[config.mk]
export PLATFORM = sky130hd
export DESIGN_NAME = twq_ram
export DESIGN_NICKNAME = d
export VERILOG_FILES = /design/src/sv/twq_ram.sv
export SDC_FILE = /design/constraint.sdc
export NUM_CORES = 1
export LEC_CHECK = 0
export BUFFER_PORTS_ARGS = -buffer_cell sky130_fd_sc_hd__buf_2
export CAP_MARGIN = 5
export CELL_PAD_IN_SITES_DETAIL_PLACEMENT = 0
export CELL_PAD_IN_SITES_GLOBAL_PLACEMENT = 1
export CORE_MARGIN = 1.5
export CORE_UTILIZATION = 40
export DETAILED_ROUTE_END_ITERATION = 8
export PLACE_DENSITY = 0.71
export SYNTH_ARGS = -nofsm -noshare
export SYNTH_HDL_FRONTEND = slang
export SYNTH_SLANG_ARGS = --single-unit
[constraint.sdc]
create_clock -name clk -period 1.65 [get_ports clk]
set_input_delay 0.2475 -clock clk [delete_from_list [all_inputs] [get_ports clk]]
set_output_delay 0.2475 -clock clk [all_outputs]
set_load 0.1 [all_outputs]
[src/sv/twq_ram.sv]
// ----------------------------------------------------------------------------
// twq_ram
// Generic single-port-write, single-port-read RAM with registered read data.
// ----------------------------------------------------------------------------
module twq_ram #(
  parameter int unsigned WIDTH = 8,
  parameter int unsigned DEPTH = 16
) (
  input  logic                     clk,
  input  logic                     wr_en,
  input  logic [$clog2(DEPTH)-1:0] wr_addr,
  input  logic [WIDTH-1:0]         wr_data,
  input  logic                     rd_en,
  input  logic [$clog2(DEPTH)-1:0] rd_addr,
  output logic [WIDTH-1:0]         rd_data
);

  logic [WIDTH-1:0] mem [DEPTH];

  // Write port
  always_ff @(posedge clk) begin
    if (wr_en) begin
      mem[wr_addr] <= wr_data;
    end
  end

  // Registered read, held while idle
  always_ff @(posedge clk) begin
    if (rd_en) begin
      rd_data <= mem[rd_addr];
    end
  end

endmodule

==> flow_summary.json, run 1 <==
{
  "reg2regPathDepth": 3,
  "critPathCaptureType": "primary output",
  "numCtsBuffers": 17,
  "cp_slowest_cell": "buf_2",
  "grt_max_degree": 25,
  "synthMuxAreaShare": 0.148,
  "tritoncts": "built",
  "fmaxAchievable_ghz": 0.675,
  "drtIter0Drc": 217,
  "yosys-top-cells-area": "edfxtp_1 78%, mux4_2 7.8%, mux4_1 7.0%",
  "layout-drive-gt1-share": 0.330,
  "dpl_cell_area_um2": 5750,
  "grt_pass1_wl_um": 15400,
  "syn_nets": 248,
  "combinationalPowerShare": 0.062,
  "via_count": 2478,
  "worst_skew_pair.late_latency_ns": 0.42,
  "vias_per_cell": 5.18,
  "cap_violations": 0,
  "cp.depth": 1,
  "grt_pass1_vias": 2658,
  "fp.dieH_um": 117,
  "fin_ws_ns": 0.168,
  "io_pins": 27,
  "p_leak_nw": 2.16,
  "num_antenna_cells": 0,
  "fp.dieArea_um2": 13800,
  "slew_violations": 0,
  "antenna_found_initial": 0,
  "routed_wl_um": 9950,
  "postSynth.asyncResetShare": 0,
  "crit_type": "flop to primary output",
  "grt_usage": 0.156,
  "seqPwrFrac": 0.488,
  "synth_compound_area_frac": 0.0230,
  "p_int_w": 0.00640,
  "tightest_slew_ns": 0.705,
  "post_cts_buffers": 0,
  "antenna_left": 0,
  "critPathMaxStageDelay_ns": 0.45,
  "cts.sinks": 136,
  "switchingPower_w": 0.00163,
  "final_cells": 478,
  "wire_per_inst_um": 20.8,
  "clock_path_buffers": 2,
  "hold_depth": 1,
  "syn_to_final_growth_pct": 20.8,
  "yosys.area_share.simple": 0.0314,
  "synth_ff_type": "edfxtp_1",
  "yosys.area_share.xor_xnor": 0,
  "cp_top_family": "buffers and inverters",
  "synth_top_family_by_area": "multiplexers",
  "die_w_um": 117,
  "final_nets": 312,
  "coreArea_um2": 12700,
  "hold_path_class": "input pin to flop",
  "port_buffers": 26,
  "synthTopCellsByCount": "136 x edfxtp_1, 18 x mux4_2, 16 x a22oi_1",
  "dp_cells": 446,
  "rsz0062_at_grt": "false",
  "cp.required_ns": 1.40,
  "cts.htree.levels": 4,
  "clk_pin_slew_ns": 0.05,
  "crit_buf_inv": 1,
  "min_period_ns": 1.48,
  "final_area_um2": 6310,
  "crit_arrival_ns": 1.23,
  "synth_top_cell_by_area": "edfxtp_1",
  "swShare": 0.203,
  "cts-resized-gates": 0,
  "p_per_area_nw_per_um2": 1270,
  "synthDistinctLibCells": 18,
  "finClkSkew_ns": 0.0132,
  "syn_inst": 229,
  "finalCritPeriodShare": 0.898,
  "cp-start-kind": "flop",
  "drt_first_pass_iters": 4,
  "p_clk_frac": 0.451,
  "hold_viol_final": 0,
  "synth_fa_ha_area_frac": 0,
  "grt_overflow_total": 0,
  "setup_viol": 0,
  "ys_seq_area_frac": 0.781,
  "crit_chain": "buf_2",
  "avgSynthCellArea_um2": 22.8,
  "synth_seq_cells": 136,
  "syn-cell-area_um2": 5230,
  "synth_enable_flop_cells": 136,
  "dp_hpwl_um": 6600,
  "place_ws_ns": -0.138,
  "outcome": "finished, final reports clean",
  "relSlewSlack": 0.528,
  "cp_max_fo": 1,
  "ys_warn_count": 0,
  "synth_top_area_frac": 0.781,
  "ctsRootBufferMaster": "clkbuf_16",
  "vdd_drop_max_mv": 0.751,
  "place_congestion": 0.719,
  "drc": 0,
  "yosysMostFrequentCell": "edfxtp_1",
  "rows": 41,
  "start_util": 0.413,
  "ctsHoldBuffers": 0
}
worst paths after layout:
path / from / endpoint / slack (ns)
worst min-delay path: rd_en / rd_data[5]$_DFFE_PP_ / 0.22
worst min register to register: mem[14][6]$_DFFE_PP_ / rd_data[6]$_DFFE_PP_ / 0.76
worst max register to register: mem[5][0]$_DFFE_PP_ / rd_data[0]$_DFFE_PP_ / 0.19
worst max-delay path: rd_data[6]$_DFFE_PP_ / rd_data[6] / 0.17
final cells by class:
type | count | area (um^2)
clock buffer | 19 | 433
clock inverter | 13 | 135
fill | 1025 | 6360
multi-input combinational | 83 | 1060
sequential | 136 | 4080
tap | 172 | 215
timing repair buffer | 55 | 385
flip-flops by register name (all words and copies together), names as in the netlist:
register and cells:
rd_data 8, mem 128
per-layer routing:
layer | routed length [um] | share of wire | GRT usage | vias up
met5 | 0 | 0 | 0 | -
met4 | 93 | 0.0093 | 0.0579 | 0
met3 | 612 | 0.062 | 0.0501 | 6
met2 | 5040 | 0.51 | 0.246 | 77
met1 | 4200 | 0.42 | 0.203 | 1282
li1 | - | - | - | 1113
layout by cell type, fill, tap and decap left out:
cell       Yosys  routed
a22oi_1       16      16
and2_1         1       1
and2b_1        1       1
buf_12         0       3
buf_2          3      26
buf_4          1      26
bufinv_16      0       3
clkbuf_1       0       2
clkbuf_16      0      17
clkinv_1       0       4
clkinv_2       0       6
edfxtp_1     136     136
mux4_1        14      14
mux4_2        18      18
nand2_1        9       9
nand2b_1       2       2
nand3_1        1       1
nand3b_1       2       2
nor2_1        13      13
nor2b_1        1       1
nor3_1         4       3
nor3_2         0       1
or3b_2         1       1
power groups by stage:
stage / clock, W / combinational, W / sequential (W)
after floorplan: 0 / 0.000197 / 0.00410
after global placement: 0 / 0.000493 / 0.00398
after detailed placement: 0 / 0.000500 / 0.00399
after CTS: 0.00367 / 0.000502 / 0.00392
after global routing: 0.00385 / 0.000528 / 0.00392
final: 0.00362 / 0.000494 / 0.00392
metrics by stage:
stage / utilization / total power, W / TNS (ns) / hold slack (ns)
2_1_floorplan: - / 0.00430 / 0 / 0.346
3_3_place_gp: 0.454 / 0.00448 / -0.804 / 0.630
3_5_place_dp: 0.454 / 0.00449 / -0.880 / 0.636
4_1_cts: 0.498 / 0.00809 / 0 / 0.205
5_1_grt: 0.498 / 0.00830 / 0 / 0.203
6_report: 0.498 / 0.00803 / 0 / 0.216
kinds of logic (layout without fill, tap and decap cells):
| family | after synthesis | count (layout) |
|---|---|---|
| multiplexers | 32 | 32 |
| flip-flops | 136 | 136 |
| buffers and inverters | 10 | 87 |
| AO/OA/AOI/OAI | 16 | 16 |
| AND/OR/NAND/NOR | 35 | 35 |
No activity file was read; power rests on OpenSTA's default activity.
==> inputs of run 2 (changes only) <==
--- a/config.mk
+++ b/config.mk
@@ -9,10 +9,10 @@
 export CAP_MARGIN = 5
 export CELL_PAD_IN_SITES_DETAIL_PLACEMENT = 0
 export CELL_PAD_IN_SITES_GLOBAL_PLACEMENT = 1
-export CORE_MARGIN = 1.5
-export CORE_UTILIZATION = 40
+export CORE_MARGIN = 2
+export CORE_UTILIZATION = 45
 export DETAILED_ROUTE_END_ITERATION = 8
-export PLACE_DENSITY = 0.71
+export PLACE_DENSITY = 0.77
 export SYNTH_ARGS = -nofsm -noshare
 export SYNTH_HDL_FRONTEND = slang
 export SYNTH_SLANG_ARGS = --single-unit
==> run 2 against run 1 <==
  * Utilization grew 5.7 points
  * Via count grew 3.0%
  * Worst hold slack gained 0.0077 ns
  * Critical path type is now flop to flop
==> flow_summary.json, run 2 (synthesized netlist as in run 1, its figures left out) <==
{
  "outcome": "finished, final reports clean",
  "crit_arrival_ns": 1.68,
  "dp_hpwl_um": 6670,
  "rows": 39,
  "antenna_found_initial": 0,
  "regMostFlops": "mem",
  "hold_path_class": "input pin to flop",
  "final_cells": 454,
  "seq_area_um2": 4080,
  "cts.htree.levels": 4,
  "start_util": 0.460,
  "tritoncts": "built",
  "top_regs": "mem (128), rd_data (8)",
  "ctsRootBufferMaster": "clkbuf_16",
  "io_pins": 27,
  "vias_per_cell": 5.62,
  "via_count": 2553,
  "port_buffers": 26,
  "critPathCaptureType": "flop",
  "drt_first_pass_iters": 4,
  "final_common_cell": "edfxtp_1",
  "fin_total_pwr_w": 0.00789,
  "die_w_um": 112,
  "crit_chain": "mux4_2 -> a22oi_1 -> buf_4 -> nand2_1",
  "cp_top_family": "multiplexers",
  "post_cts_buffers": 0,
  "num_antenna_cells": 0,
  "drtIter0Drc": 176,
  "critPathMaxStageDelay_ns": 0.49,
  "ctsHoldBuffers": 0,
  "drc": 0,
  "dp_cells": 422,
  "place_congestion": 0.735,
  "hold_viol_final": 0,
  "grt_overflow_total": 0,
  "cp_slowest_cell": "mux4_2",
  "fp.dieH_um": 112,
  "finalCritPeriodShare": 0.924,
  "cap_violations": 0,
  "rsz0062_at_grt": "false",
  "worst_skew_pair.late_latency_ns": 0.40,
  "fmaxAchievable_ghz": 0.656,
  "coreArea_um2": 11400,
  "final_area_um2": 6310,
  "final_cell_mix": "136 x edfxtp_1, 30 x buf_4, 26 x buf_2, 18 x mux4_2, 17 x clkbuf_16",
  "p_per_area_nw_per_um2": 1250,
  "antenna_left": 0,
  "cts.sinks": 136,
  "tns_ns": 0,
  "post-route-util": 0.555,
  "finClkSkew_ns": 0.00868,
  "grt_max_degree": 27,
  "layout-drive-gt1-share": 0.360,
  "min_period_ns": 1.53,
  "crit_buf_inv": 1,
  "dpl_cell_area_um2": 5760,
  "multi_input_area_um2": 1060,
  "clk_pin_slew_ns": 0.06,
  "final_nets": 317,
  "cts-resized-gates": 0,
  "grt_pass1_wl_um": 15700,
  "setup_viol": 0,
  "tightest_slew_ns": 0.777,
  "numCtsBuffers": 17,
  "grt_pass1_vias": 2669,
  "routed_wl_um": 10200,
  "clock_path_buffers": 2,
  "cp-start-kind": "flop",
  "p_leak_nw": 2.18,
  "relSlewSlack": 0.480,
  "syn_to_final_growth_pct": 20.8,
  "cp.required_ns": 1.80,
  "grt_usage": 0.175,
  "vdd_drop_max_mv": 0.677,
  "cp_max_fo": 1,
  "crit_type": "flop to flop",
  "largest_reg_flops": 128,
  "slew_violations": 0,
  "fillers": 835,
  "wire_per_inst_um": 22.4,
  "fp.dieArea_um2": 12500
}
## run 2: changes by cell type in the layout (fill, tap and decap cells not counted)
| cell | before | now |
|---|---|---|
| inv_8 | 0 | 3 |
| clkinv_4 | 0 | 1 |
| clkinv_2 | 6 | 2 |
| clkinvlp_4 | 0 | 2 |
| buf_12 | 3 | 4 |
| clkbuf_1 | 2 | 0 |
| inv_6 | 0 | 7 |
| clkinv_1 | 4 | 0 |
| bufinv_16 | 3 | 0 |
| buf_4 | 26 | 30 |
## run 2: final cells by class
type                            count  area share
Clock buffer                       17      0.0674
Sequential cell                   136       0.647
Clock inverter                     15      0.0204
Tap cell                          143      0.0283
Multi-Input combinational cell     83       0.168
Timing Repair Buffer               60      0.0690
## run 2: worst paths after layout
| check | startpoint | endpoint | slack (ns) | cells past startpoint |
|---|---|---|---|---|
| max reg2reg | mem[7][6]$_DFFE_PP_ | rd_data[6]$_DFFE_PP_ | 0.12 | 4 |
| min | rd_en | rd_data[1]$_DFFE_PP_ | 0.22 | 1 |
| min reg2reg | mem[14][5]$_DFFE_PP_ | rd_data[5]$_DFFE_PP_ | 0.74 | 3 |
| max | mem[7][6]$_DFFE_PP_ | rd_data[6]$_DFFE_PP_ | 0.12 | 4 |
## run 2: metal layers
layer  wire length (um)  track usage  vias to the layer above
li1                   -            -                     1127
met4                 61       0.0543                        0
met3                593       0.0479                        5
met1               4310        0.233                     1341
met5                  0            0                        -
met2               5190        0.286                       80
## run 2: report_power, final
part           switching, W  total (W)  internal, W
clock network       0.00149    0.00347      0.00198
logic              0.000327   0.000502     0.000175
registers         0.0000214    0.00391      0.00389
## run 2: per-stage QoR
step	setup slack (ns)	hold WS (ns)
after floorplan	0.120	0.346
after global placement	-0.174	0.623
after detailed placement	-0.192	0.640
after CTS	0.102	0.212
after global routing	0.0550	0.200
final	0.125	0.224
==> inputs of run 3 (changes only) <==
--- a/config.mk
+++ b/config.mk
@@ -6,13 +6,13 @@
 export NUM_CORES = 1
 export LEC_CHECK = 0
 export BUFFER_PORTS_ARGS = -buffer_cell sky130_fd_sc_hd__buf_2
-export CAP_MARGIN = 5
+export CAP_MARGIN = 10
 export CELL_PAD_IN_SITES_DETAIL_PLACEMENT = 0
 export CELL_PAD_IN_SITES_GLOBAL_PLACEMENT = 1
 export CORE_MARGIN = 2
-export CORE_UTILIZATION = 45
+export CORE_UTILIZATION = 46
 export DETAILED_ROUTE_END_ITERATION = 8
-export PLACE_DENSITY = 0.77
+export PLACE_DENSITY = 0.79
 export SYNTH_ARGS = -nofsm -noshare
 export SYNTH_HDL_FRONTEND = slang
 export SYNTH_SLANG_ARGS = --single-unit
==> run 3 against run 2 <==
  * Wire length grew 1.6%
  * Count of clock-buffer cells in the layout up 2
  * Sequential power about the same
  * Highest routed layer unchanged
  * Critical path depth decreased by 1
  * Combinational power fell by 2%
  * Via count shrank 2.7%
  * Register-to-register slack got worse by 0.06 ns
  * Design area about the same
  * Worst hold slack got worse by 0.0045 ns
  * Cell count is 3.1% lower
  * Global-route usage is 0.29 points higher
==> flow_summary.json, run 3 (synthesized netlist as in run 1, its figures left out) <==
{
  "hold_viol_final": 0,
  "reg2regPathDepth": 3,
  "routed_wl_um": 10300,
  "post_cts_buffers": 0,
  "clk_pin_slew_ns": 0.06,
  "hold_depth": 1,
  "fp.dieArea_um2": 12200,
  "min_period_ns": 1.58,
  "io_pins": 27,
  "grt_pass1_vias": 2608,
  "rows": 38,
  "r2r-end": "rd_data[1]$_DFFE_PP_",
  "reg2reg_from": "mem[3][1]$_DFFE_PP_",
  "rsz0062_at_grt": "false",
  "drc": 0,
  "slew_violations": 0,
  "num_antenna_cells": 0,
  "crit_type": "flop to flop",
  "fmaxAchievable_ghz": 0.633,
  "relSlewSlack": 0.669,
  "post-route-util": 0.574,
  "syn_to_final_growth_pct": 20.7,
  "cp.required_ns": 1.80,
  "crit_buf_inv": 0,
  "critPathMaxStageDelay_ns": 0.51,
  "cts.sinks": 136,
  "ctsRootBufferMaster": "clkbuf_16",
  "cp-start-kind": "flop",
  "antenna_found_initial": 0,
  "largest_reg_flops": 128,
  "cap_violations": 0,
  "crit_arrival_ns": 1.73,
  "antenna_left": 0,
  "coreArea_um2": 11000,
  "worstHoldEndpoint": "rd_data[1]$_DFFE_PP_",
  "die_w_um": 111,
  "cp_max_fo": 1,
  "wl_met1_um": 4490,
  "drt_first_pass_iters": 4,
  "top_regs": "mem (128), rd_data (8)",
  "port_buffers": 26,
  "cp_slowest_cell": "mux4_1",
  "cts.htree.levels": 4,
  "holdWs_ns": 0.219,
  "layout-drive-gt1-share": 0.327,
  "worst_skew_pair.late_latency_ns": 0.40,
  "p_per_area_nw_per_um2": 1340,
  "place_congestion": 0.746,
  "grt_pass1_wl_um": 15700,
  "grt_overflow_total": 0,
  "finalCritPeriodShare": 0.958,
  "clock_path_buffers": 2,
  "r2r_slack_ns": 0.07,
  "route.met3.wl_um": 509,
  "final_nets": 306,
  "grt_max_degree": 23,
  "finClkSkew_ns": 0.00736,
  "hold_start": "rd_en",
  "dp_hpwl_um": 6570,
  "fp.dieH_um": 111,
  "worstSetupStartpoint": "mem[3][1]$_DFFE_PP_",
  "tns_ns": 0,
  "p_leak_nw": 2.15,
  "hold_path_class": "input pin to flop",
  "vias_per_cell": 5.64,
  "drtIter0Drc": 219,
  "critPathCaptureType": "flop",
  "grt_usage": 0.178,
  "vdd_drop_max_mv": 0.674,
  "outcome": "finished, final reports clean",
  "start_util": 0.476,
  "tritoncts": "built",
  "setup_viol": 0,
  "top_layer": "met4",
  "tightest_slew_ns": 0.500,
  "wire_per_inst_um": 23.5,
  "crit_chain": "mux4_1 -> a22oi_1 -> nand2_1",
  "final_common_cell": "edfxtp_1",
  "regMostFlops": "mem",
  "via_count": 2483,
  "cts-resized-gates": 0,
  "numCtsBuffers": 17,
  "ctsHoldBuffers": 0,
  "final_cell_mix": "136 x edfxtp_1, 26 x buf_2, 19 x buf_4, 18 x mux4_2, 17 x clkbuf_16",
  "cp_top_family": "multiplexers",
  "dr_wl_met2_um": 5230
}
run 3: changes by cell type in the layout (fill, tap and decap cells not counted):
cell / change
clkinv_2: +1
clkinv_1: +1
inv_6: -6
inv_8: -3
buf_4: -11
clkbuf_1: +2
bufinv_16: +5
run 3: worst max path at each step:
stage                           endpoint  slack [ns]  depth (start not counted)
floorplan           rd_data[1]$_DFFE_PP_        0.12                          5
global placement    rd_data[1]$_DFFE_PP_       -0.19                          5
detailed placement  rd_data[1]$_DFFE_PP_       -0.24                          5
CTS                 rd_data[1]$_DFFE_PP_        0.06                          3
global route        rd_data[1]$_DFFE_PP_        0.05                          3
finish              rd_data[1]$_DFFE_PP_        0.07                          3
run 3: area by class of cell:
class	instances	area, um^2
clock buffers	19	433
clock inverters	13	201
fillers	774	4670
multi-input cells	83	1060
flip-flops and latches	136	4080
well taps	140	175
repair buffers	49	353
run 3: power breakdown:
part           total [W]  leakage [nW]  internal, W  switching, W
combinational   0.000492         0.613     0.000165      0.000327
sequential       0.00391          1.24      0.00389     0.0000213
clock            0.00405         0.305      0.00268       0.00137
run 3: metal layers:
layer	vias to the layer above	GRT usage
met3	7	0.0516
met1	1297	0.244
met5	-	0
met4	0	0.0575
li1	1093	-
met2	86	0.278
run 3: stage by stage:
stage                     power (W)  area [um^2]  instances  worst slack [ns]
after floorplan             0.00430         5230        229             0.120
after global placement      0.00447         5670        408            -0.195
after detailed placement    0.00448         5670        408            -0.242
after CTS                   0.00850         6310        440            0.0635
after global routing        0.00872         6310        440            0.0464
final                       0.00845         6310        440            0.0697
