`config.mk`:
```
export PLATFORM = sky130hd
export DESIGN_NAME = twq_div
export DESIGN_NICKNAME = d
export VERILOG_FILES = /design/src/sv/twq_pkg.sv /design/src/sv/twq_div.sv
export SDC_FILE = /design/constraint.sdc
export NUM_CORES = 1
export LEC_CHECK = 0
export ABC_CLOCK_PERIOD_IN_PS = 2700
export BUFFER_PORTS_ARGS = -buffer_cell sky130_fd_sc_hd__buf_2
export CAP_MARGIN = 5
export CORE_MARGIN = 4
export CORE_UTILIZATION = 51
export DETAILED_ROUTE_END_ITERATION = 7
export PLACE_DENSITY = 0.88
export SYNTH_ARGS = -nofsm -noshare
export SYNTH_HDL_FRONTEND = slang
export SYNTH_SLANG_ARGS = --single-unit
```
`constraint.sdc`:
```
create_clock -name clk -period 2.7 [get_ports clk]
set_input_delay 0.135 -clock clk [delete_from_list [all_inputs] [get_ports clk]]
set_output_delay 0.135 -clock clk [all_outputs]
set_load 0.05 [all_outputs]
```
`src/sv/twq_pkg.sv`:
```
// ----------------------------------------------------------------------------
// twq_pkg
// Shared types and constants for the two-queue WFQ / strict-priority scheduler.
// ----------------------------------------------------------------------------
package twq_pkg;

  // Request and result payloads
  typedef struct packed {
    logic        opcode;
    logic        queue_select;
    logic [63:0] arrival_time;
    logic [15:0] packet_length;
    logic [15:0] packet_handle;
  } twq_in_t;

  typedef struct packed {
    logic        sent;
    logic        sent_queue;
    logic [15:0] sent_handle;
    logic        enqueue_dropped;
  } twq_out_t;

  // Opcodes
  localparam logic OP_ENQUEUE  = 1'b0;
  localparam logic OP_SCHEDULE = 1'b1;

  // Scheduler modes
  localparam logic MODE_SP  = 1'b0;
  localparam logic MODE_WFQ = 1'b1;

  // Configuration register indexes
  localparam int unsigned CFG_IDX_W = 3;
  localparam int unsigned CFG_DATA_W = 19;
  localparam logic [CFG_IDX_W-1:0] REG_MODE      = 3'd0;
  localparam logic [CFG_IDX_W-1:0] REG_HIGH_Q    = 3'd1;
  localparam logic [CFG_IDX_W-1:0] REG_WEIGHT0   = 3'd2;
  localparam logic [CFG_IDX_W-1:0] REG_WEIGHT1   = 3'd3;
  localparam logic [CFG_IDX_W-1:0] REG_LINK_RATE = 3'd4;
  localparam logic [CFG_IDX_W-1:0] REG_CYC_PER_US = 3'd5;

  // Transmit-time arithmetic widths
  localparam int unsigned NUM_W = 50;  // len * 8 * cycles_per_us * (w0 + w1)
  localparam int unsigned DEN_W = 35;  // weight * link_rate_mbps

  // Stored entry: arrival, length, handle
  localparam int unsigned ENTRY_W = 96;

endpackage

```
`src/sv/twq_div.sv`:
```
// ----------------------------------------------------------------------------
// twq_div
// Restoring divider: one quotient bit per cycle over the numerator width.
// ----------------------------------------------------------------------------
module twq_div import twq_pkg::*; (
  input  logic             clk,
  input  logic             rst,
  input  logic             start,
  input  logic [NUM_W-1:0] num,
  input  logic [DEN_W-1:0] den,
  output logic             done,
  output logic [NUM_W-1:0] quot
);

  localparam int unsigned CNT_W = $clog2(NUM_W + 1);

  logic [DEN_W-1:0] rem;
  logic [DEN_W-1:0] divisor;
  logic [CNT_W-1:0] cnt;
  logic             busy;
  logic [DEN_W:0]   rem_sh;
  logic [DEN_W:0]   diff;
  logic             fits;

  // Shift in the next numerator bit and trial-subtract
  always_comb begin
    rem_sh = {rem, quot[NUM_W-1]};
    diff   = rem_sh - {1'b0, divisor};
    fits   = rem_sh >= {1'b0, divisor};
  end

  // Control
  always_ff @(posedge clk) begin
    if (rst) begin
      busy <= 1'b0;
      done <= 1'b0;
      cnt  <= '0;
    end else begin
      done <= 1'b0;
      if (start) begin
        busy <= 1'b1;
        cnt  <= CNT_W'(NUM_W);
      end else if (busy) begin
        cnt <= cnt - 1'b1;
        if (cnt == CNT_W'(1)) begin
          busy <= 1'b0;
          done <= 1'b1;
        end
      end
    end
  end

  // Datapath: quotient register doubles as the numerator shifter
  always_ff @(posedge clk) begin
    if (start) begin
      rem     <= '0;
      divisor <= den;
      quot    <= num;
    end else if (busy) begin
      rem  <= fits ? diff[DEN_W-1:0] : rem_sh[DEN_W-1:0];
      quot <= {quot[NUM_W-2:0], fits};
    end
  end

endmodule
```
==> results of run 1 <==
cell families (layout without fill, tap and decap cells):
| family | Yosys count | after routing |
|---|---|---|
| AOI/OAI and AO/OA | 169 | 169 |
| xor gates and xnor gates | 29 | 29 |
| adders and majority gates | 38 | 38 |
| buffers and inverters | 85 | 373 |
| DFF | 128 | 128 |
| muxes | 58 | 58 |
| and+or+nand+nor | 200 | 200 |
sequential cells by signal, summed over array words and instances (netlist names):
| register | count |
|---|---|
| busy | 1 |
| divisor | 35 |
| done | 1 |
| rem | 35 |
| quot | 50 |
| cnt | 6 |
metrics by stage:
stage                     area, um^2  worst slack, ns  TNS, ns  total power, mW
after detailed placement        8780           -0.267    -4.05             4.07
after floorplan                 7290           -0.224    -4.21             3.50
after CTS                       9970          -0.0891   -0.285             6.56
final                          10400           -0.211    -4.11             6.74
after global routing           10400           -0.257    -6.89             7.01
after global placement          8780           -0.202    -1.33             4.03
final timing paths:
| kind | cells past startpoint | from | slack [ns] | end |
|---|---|---|---|---|
| min reg2reg | 2 | rem[12]$_SDFFE_PP0P_ | 0.51 | rem[12]$_SDFFE_PP0P_ |
| max reg2reg | 12 | divisor[29]$_DFFE_PP_ | -0.21 | rem[3]$_SDFFE_PP0P_ |
| max | 12 | divisor[29]$_DFFE_PP_ | -0.21 | rem[3]$_SDFFE_PP0P_ |
| min | 2 | num[6] | 0.008 | quot[6]$_DFFE_PP_ |
per-layer routing:
layer  global-route usage  up-vias
met3               0.0882       63
li1                     -     3154
met2                0.458      324
met5                    0        -
met1                0.317     3243
met4                0.104        0
layout make-up:
cell class,instances,area share
clock buffer,18,0.0415
clock inverter,14,0.0174
inverter,50,0.0181
multi-input combinational,494,0.375
sequential,128,0.330
tap,180,0.0218
timing repair buffer,291,0.196
layout by cell type (no fill, tap or decap), types with 13 or more instances in the layout:
| master | count |
|---|---|
| sky130_fd_sc_hd__buf_2 | 137 |
| sky130_fd_sc_hd__buf_4 | 101 |
| sky130_fd_sc_hd__edfxtp_1 | 85 |
| sky130_fd_sc_hd__nand2_1 | 61 |
| sky130_fd_sc_hd__nor2_1 | 50 |
| sky130_fd_sc_hd__mux2_2 | 50 |
| sky130_fd_sc_hd__inv_1 | 44 |
| sky130_fd_sc_hd__dfxtp_1 | 43 |
| sky130_fd_sc_hd__dlygate4sd3_1 | 42 |
| sky130_fd_sc_hd__a21oi_1 | 36 |
| sky130_fd_sc_hd__ha_1 | 24 |
| sky130_fd_sc_hd__o21ai_0 | 20 |
| sky130_fd_sc_hd__xnor2_1 | 19 |
| sky130_fd_sc_hd__a21o_1 | 18 |
| sky130_fd_sc_hd__clkbuf_16 | 18 |
| sky130_fd_sc_hd__nand3_1 | 13 |
where the power goes:
group / internal [mW] / total [mW] / switching, mW
Combinational: 0.827 / 1.94 / 1.11
Sequential: 2.29 / 2.41 / 0.115
Clock: 1.47 / 2.40 / 0.929
critical path, delay by kind of cell (launching register included):
kind	cells	cell delay [ns]
AO/OA/AOI/OAI	5	1.20
adder cells (fa/ha/maj)	1	0.20
buffers and inverters	3	0.38
flip-flops	1	0.37
multiplexers	1	0.18
AND/OR/NAND/NOR	2	0.42
what timing repair did:
item / 4_1_cts / 5_1_grt
hold buffers: 42 / 0
gates resized for setup: 21 / 60
cloned: 0 / 2
endpoints found under the setup margin: 33 / 36
buffers inserted: 3 / 10
pin swaps: 6 / 18
endpoints found under the hold margin: 47 / 0
==> run metrics, run 1 <==
Total Wirelength between 20,000 and 25,000 um; antenna-violating nets left 0; Adder-Cell Fraction of Synth Area 0.0665; Synth Area per Inst between 10 and 15 um^2; effective utilization at floorplan 0.521; synthesized-area fraction occupied by ao, oa, aoi and oai cells 0.158; setup-violating endpoint count in the final report 34; netlist area before placement between 7000 and 8000 um^2; multiplexer share of the synthesized area 0.0892; post-synthesis xor/xnor area fraction 0.0350; number of buffers added on ports 138; most numerous cell on the critical path sky130_fd_sc_hd__a21o_1; final std cells w/o fill roughly 1,200; clk buf depth 2; post-DR wirelength/cell ~19 um; simple-gate portion of the synthesized area 0.130; clock latency at the later pin of the worst-skew pair between 0.4 and 0.5 ns; count of clock tree sinks ~130; Pins Over Slew Limit 0; Synth top area share 0.351; final layout net count about 1,100; Max Clock Skew a little over 0.01 ns; # H-tree levels 4; Tmin final a little under 3 ns; count of pins on the block boundary roughly 140; most frequently used cell type in the post-synthesis netlist sky130_fd_sc_hd__edfxtp_1; final-layout fill cell count between 900 and 1,000; Post-route DRC 0; Tightest Hold Check Type input pin to register; number of CTS-inserted buffers 17; combinational family with the most area after synthesis compound AO/OA/AOI/OAI gates; via count of the first global-routing pass a little under 7,000; die height ~130 um; Diodes inserted 0; die area about 16,000 um^2; antenna violations before repair 0; Cell Count Post-Placement approximately 1,100; final core utilization 0.743; Total GRT Usage 0.269; first-pass iteration count of the detailed router 5; CTS tree done; area of the multi-input gates ~3900 um^2; synthesized flop and latch total 128; remaining global-route overflow 0; net count after synthesis between 800 and 900; area of the placeable core roughly 14,000 um^2; top cells by area in the synthesized netlist sky130_fd_sc_hd__edfxtp_1, sky130_fd_sc_hd__dfxtp_1, sky130_fd_sc_hd__mux2_2; amount of wire on met2 after detailed routing around 11,000 um; cell leakage power 4.48 nW; via count normalized by instance count around 5.8; path type of the worst setup path register to register; Reg area around 3400 um^2; status finished, violations left; cell taking the most area after synthesis sky130_fd_sc_hd__edfxtp_1; Primary FF master, synth sky130_fd_sc_hd__edfxtp_1; startpoint type of the worst setup path register; arrival time of the worst setup path 3.18 ns; yosys warns 0; setup repair after global routing missed its margin true; slew of the pin with the lowest slew margin 1.39 ns; async set-or-reset flop fraction in the synthesized netlist 0; die width about 130 um; wire length of the first global-routing pass 34,400 um; Final WS setup -0.211 ns; layout overhead on the synthesized area 42.5%; DPL Wire Length 14,300 um; Min Hold Slack roughly 0.0083 ns; Commonest cells post-synth sky130_fd_sc_hd__edfxtp_1, sky130_fd_sc_hd__nand2_1, sky130_fd_sc_hd__mux2_2, sky130_fd_sc_hd__nor2_1, sky130_fd_sc_hd__inv_1; Power Dens Cells roughly 650 nW/um^2; number of flops mapped to enable cells by yosys 85; detailed-routed wire length on met3 roughly 1800 um; count of standard-cell rows 43; ordered cell list for the critical path inv_2 > ha_4 > a21o_1 > a21o_1 > a221oi_4 > nand3_2 > a311o_2 > buf_4 > or2_4 > buf_12 > mux2i_1 > o21ai_1; Clock Tree Root sky130_fd_sc_hd__clkbuf_16; Worst Setup End Kind register; total vias in the final route ~6,800; Max-Slew Margin vs Limit 0.0701; cell count after synthesis between 700 and 800; reported max-cap violation count 0; routed metal-1 wire length approximately 8700 um; number of hold-slack violations in the final timing report 0; data required time at the worst endpoint 2.97 ns; first-iteration detailed-routing DRC count roughly 540; CP max stage delay 0.41 ns; unique cell type count in the Yosys netlist between 60 and 70; GP Congestion 0.963; peak clock frequency supported by timing about 0.34 GHz; portion of the clock cycle consumed by the worst path in the final layout 1.08; clock transition at the registers of the reported paths 0.07 ns; share of layout cells above drive strength 1 0.406; violations in the final reports setup timing; pin count of the biggest net entering global routing 61; maximum fanout along the worst path 19; Crit-path slowest cell sky130_fd_sc_hd__a311o_2; top routing layer in use met4; worst-case vdd ir drop 0.704 mV; portion of the post-synthesis area used by sequential elements 0.470
No activity file was read; power rests on OpenSTA's default activity.
==> inputs of run 2 (changes only) <==
--- a/config.mk
+++ b/config.mk
@@ -5,13 +5,14 @@
 export SDC_FILE = /design/constraint.sdc
 export NUM_CORES = 1
 export LEC_CHECK = 0
+export ABC_AREA = 1
 export ABC_CLOCK_PERIOD_IN_PS = 2700
 export BUFFER_PORTS_ARGS = -buffer_cell sky130_fd_sc_hd__buf_2
 export CAP_MARGIN = 5
 export CORE_MARGIN = 4
-export CORE_UTILIZATION = 51
+export CORE_UTILIZATION = 52
 export DETAILED_ROUTE_END_ITERATION = 7
-export PLACE_DENSITY = 0.88
+export PLACE_DENSITY = 0.89
 export SYNTH_ARGS = -nofsm -noshare
 export SYNTH_HDL_FRONTEND = slang
 export SYNTH_SLANG_ARGS = --single-unit
==> run 2 against run 1 <==
The flow finishes with violations (DRC). Combinational power is 47% lower. First-iteration DRC count is 28% higher. Routed wire length is 12% higher. Setup slack better by 0.46 ns. Critical endpoint is now rem[4]$_SDFFE_PP0P_. Largest cell class unchanged. Largest power group unchanged.
==> run metrics, run 2 <==
hold buffer count at CTS 80; cell count after synthesis around 1,100; Post-route DRC 2; area of the placeable core around 15,000 um^2; Final WS setup 0.245 ns; via count normalized by instance count ~5.4; slew of the pin with the lowest slew margin ~0.57 ns; DPL Wire Length ~16,000 um; arrival time of the worst setup path 2.76 ns; async set-or-reset flop fraction in the synthesized netlist 0; Max Clock Skew 0.00887 ns; remaining global-route overflow 0; setup repair after global routing missed its margin false; Synth top area share 0.318; Power Dens Cells between 500 and 600 nW/um^2; largest registers ranked by flip-flop count quot: 50 flops, divisor: 35 flops, rem: 35 flops; Tightest Hold Check Type input pin to register; flip-flop count of the largest register after layout 50; Synth Area per Inst 7.29 um^2; final layout net count 1,452; cell taking the most area after synthesis sky130_fd_sc_hd__edfxtp_1; path type of the worst setup path register to register; portion of total power attributed to the clock network 0.399; Setup WS pre-CTS between 0.2 and 0.3 ns; most frequent standard cell in the layout excluding fill and tap cells sky130_fd_sc_hd__nand2_1; die width approximately 130 um; netlist area before placement approximately 8000 um^2; Post-CTS Setup Inserts 0; # H-tree levels 4; Pins Over Slew Limit 0; wire length of the first global-routing pass between 40,000 and 50,000 um; total vias in the final route 8,214; Commonest cells post-synth sky130_fd_sc_hd__nand2_1, sky130_fd_sc_hd__inv_1, sky130_fd_sc_hd__nand3_1; synthesized flop and latch total ~130; setup-violating endpoint count in the final report 0; peak clock frequency supported by timing 0.407 GHz; Tmin final roughly 2.5 ns; top cells by area in the synthesized netlist sky130_fd_sc_hd__edfxtp_1, sky130_fd_sc_hd__nand2_1, sky130_fd_sc_hd__dfxtp_1; Max-Slew Margin vs Limit 0.619; effective utilization at floorplan 0.530; antenna-violating nets left 0; violations in the final reports DRC; maximum fanout along the worst path 35; startpoint type of the worst setup path register; pin count of the biggest net entering global routing 36; Total Wirelength around 25,000 um; count of standard-cell rows 45; Diodes inserted 0; sum of negative setup slack 0 ns; reported max-cap violation count 0; first-pass iteration count of the detailed router 8; post-DR wirelength/cell 16.4 um; most frequent cells in the layout sky130_fd_sc_hd__nand2_1, sky130_fd_sc_hd__inv_1, sky130_fd_sc_hd__buf_2; clock transition at the registers of the reported paths 0.06 ns; layout overhead on the synthesized area 28.2%; number of CTS-inserted buffers 17; antenna violations before repair 0; clock latency at the later pin of the worst-skew pair between 0.4 and 0.5 ns; first-iteration detailed-routing DRC count a little under 700; count of pins on the block boundary between 100 and 150; number of buffers added on ports roughly 140; yosys warns 0; power dissipated by switching net loads between 1.5 and 2 mW; most frequently used cell type in the post-synthesis netlist sky130_fd_sc_hd__nand2_1; status finished, violations left; number of hold-slack violations in the final timing report 0; share of layout cells above drive strength 1 0.167; via count of the first global-routing pass about 8,200; net count after synthesis ~1,200; Primary FF master, synth sky130_fd_sc_hd__edfxtp_1; cts repair resizes 0; cell leakage power approximately 5.4 nW; Clock Tree Root sky130_fd_sc_hd__clkbuf_16; portion of the clock cycle consumed by the worst path in the final layout 0.909; count of clock tree sinks between 100 and 150; Worst Setup End Kind register; worst-case vdd ir drop about 0.44 mV; die area 17,500 um^2; Int Power between 3 and 4 mW; number of flops mapped to enable cells by yosys between 80 and 90; GP Congestion roughly 1.0; register bank with the most flops quot; Sw Ratio 0.310; CTS tree done; unique cell type count in the Yosys netlist 39; portion of the post-synthesis area used by sequential elements 0.425; data required time at the worst endpoint around 3.0 ns; combinational share of power 0.182; clk buf depth 2; fraction of power consumed by sequential logic 0.418; Total GRT Usage 0.287; die height 132 um
-- run 2: cell types whose count changed after synthesis, moves of 10 or more --
cell / before / now
sky130_fd_sc_hd__a21oi_1: 43 / 21
sky130_fd_sc_hd__a311oi_1: 16 / 0
sky130_fd_sc_hd__inv_1: 49 / 181
sky130_fd_sc_hd__nand2_1: 72 / 440
sky130_fd_sc_hd__nand3_1: 14 / 95
sky130_fd_sc_hd__o21ai_1: 3 / 13
sky130_fd_sc_hd__mux2_2: 50 / 0
sky130_fd_sc_hd__nand3b_1: 1 / 17
sky130_fd_sc_hd__a21o_1: 18 / 0
sky130_fd_sc_hd__nand2_2: 0 / 11
sky130_fd_sc_hd__o21ai_0: 31 / 12
-- run 2: per-layer routing --
metal | routed length (um) | share of wire | vias to the layer above | global-route usage
met2 | 12100 | 0.48 | 493 | 0.496
met3 | 2270 | 0.091 | 84 | 0.0687
met4 | 1030 | 0.041 | 0 | 0.124
met5 | 0 | 0 | - | 0
li1 | - | - | 3901 | -
met1 | 9630 | 0.38 | 3736 | 0.342
-- run 2: stage by stage --
stage          total power [mW]  instance area, um^2   util  hold WS, ns  std cells
2_1_floorplan              2.96                 8030      -        0.204       1101
3_3_place_gp               3.22                 8930  0.590        0.312       1415
3_5_place_dp               3.23                 8930  0.590        0.313       1415
4_1_cts                    5.53                10300  0.680      0.00197       1527
5_1_grt                    5.75                10300  0.680      0.00127       1527
6_report                   5.57                10300  0.680       0.0138       1527
-- run 2: worst max-delay path, cell delays in order (launching register included) --
cell and delay [ns]:
sky130_fd_sc_hd__edfxtp_1 0.35, sky130_fd_sc_hd__inv_1 0.06, sky130_fd_sc_hd__ha_1 0.22, sky130_fd_sc_hd__fa_1 0.41, sky130_fd_sc_hd__inv_1 0.09, sky130_fd_sc_hd__nand3_1 0.08, sky130_fd_sc_hd__nand3_2 0.12, sky130_fd_sc_hd__nand3_1 0.10
sky130_fd_sc_hd__nand3_2 0.10, sky130_fd_sc_hd__nand2_1 0.09, sky130_fd_sc_hd__nand2_2 0.11, sky130_fd_sc_hd__nand2_4 0.08, sky130_fd_sc_hd__nand2_8 0.24, sky130_fd_sc_hd__nand2_1 0.11, sky130_fd_sc_hd__nand3_1 0.10, sky130_fd_sc_hd__o21ai_1 0.07
-- run 2: layout make-up --
cell class / instances / area (um^2)
Fill cell: 1153 / 4850
Inverter: 184 / 691
Clock buffer: 18 / 429
Sequential cell: 128 / 3410
Clock inverter: 14 / 133
Multi-Input combinational cell: 763 / 3780
Timing Repair Buffer: 232 / 1610
Tap cell: 188 / 235
-- run 2: kinds of logic (layout without fill, tap and decap cells) --
family          Yosys count  in the layout  share of synthesized area
simple gates            648            648                      0.347
buf+inv                 210            448                      0.105
flops                   128            128                      0.425
xor+xnor                 20             20                     0.0218
fa+ha+maj                38             38                     0.0602
compound gates           57             57                     0.0410
-- run 2: power groups by stage --
stage | combinational (mW) | sequential [mW] | clock [mW]
finish | 1.02 | 2.33 | 2.22
detailed placement | 0.880 | 2.35 | 0
global route | 1.09 | 2.34 | 2.32
global placement | 0.864 | 2.35 | 0
CTS | 0.973 | 2.32 | 2.23
floorplan | 0.341 | 2.62 | 0
-- run 2: path summary, 6_finish.rpt --
path / cells after the start / start / endpoint / slack (ns)
min: 3 / num[32] / quot[32]$_DFFE_PP_ / 0.01
max: 15 / quot[49]$_DFFE_PP_ / rem[4]$_SDFFE_PP0P_ / 0.25
max reg2reg: 15 / quot[49]$_DFFE_PP_ / rem[4]$_SDFFE_PP0P_ / 0.25
min reg2reg: 2 / rem[23]$_SDFFE_PP0P_ / rem[23]$_SDFFE_PP0P_ / 0.47
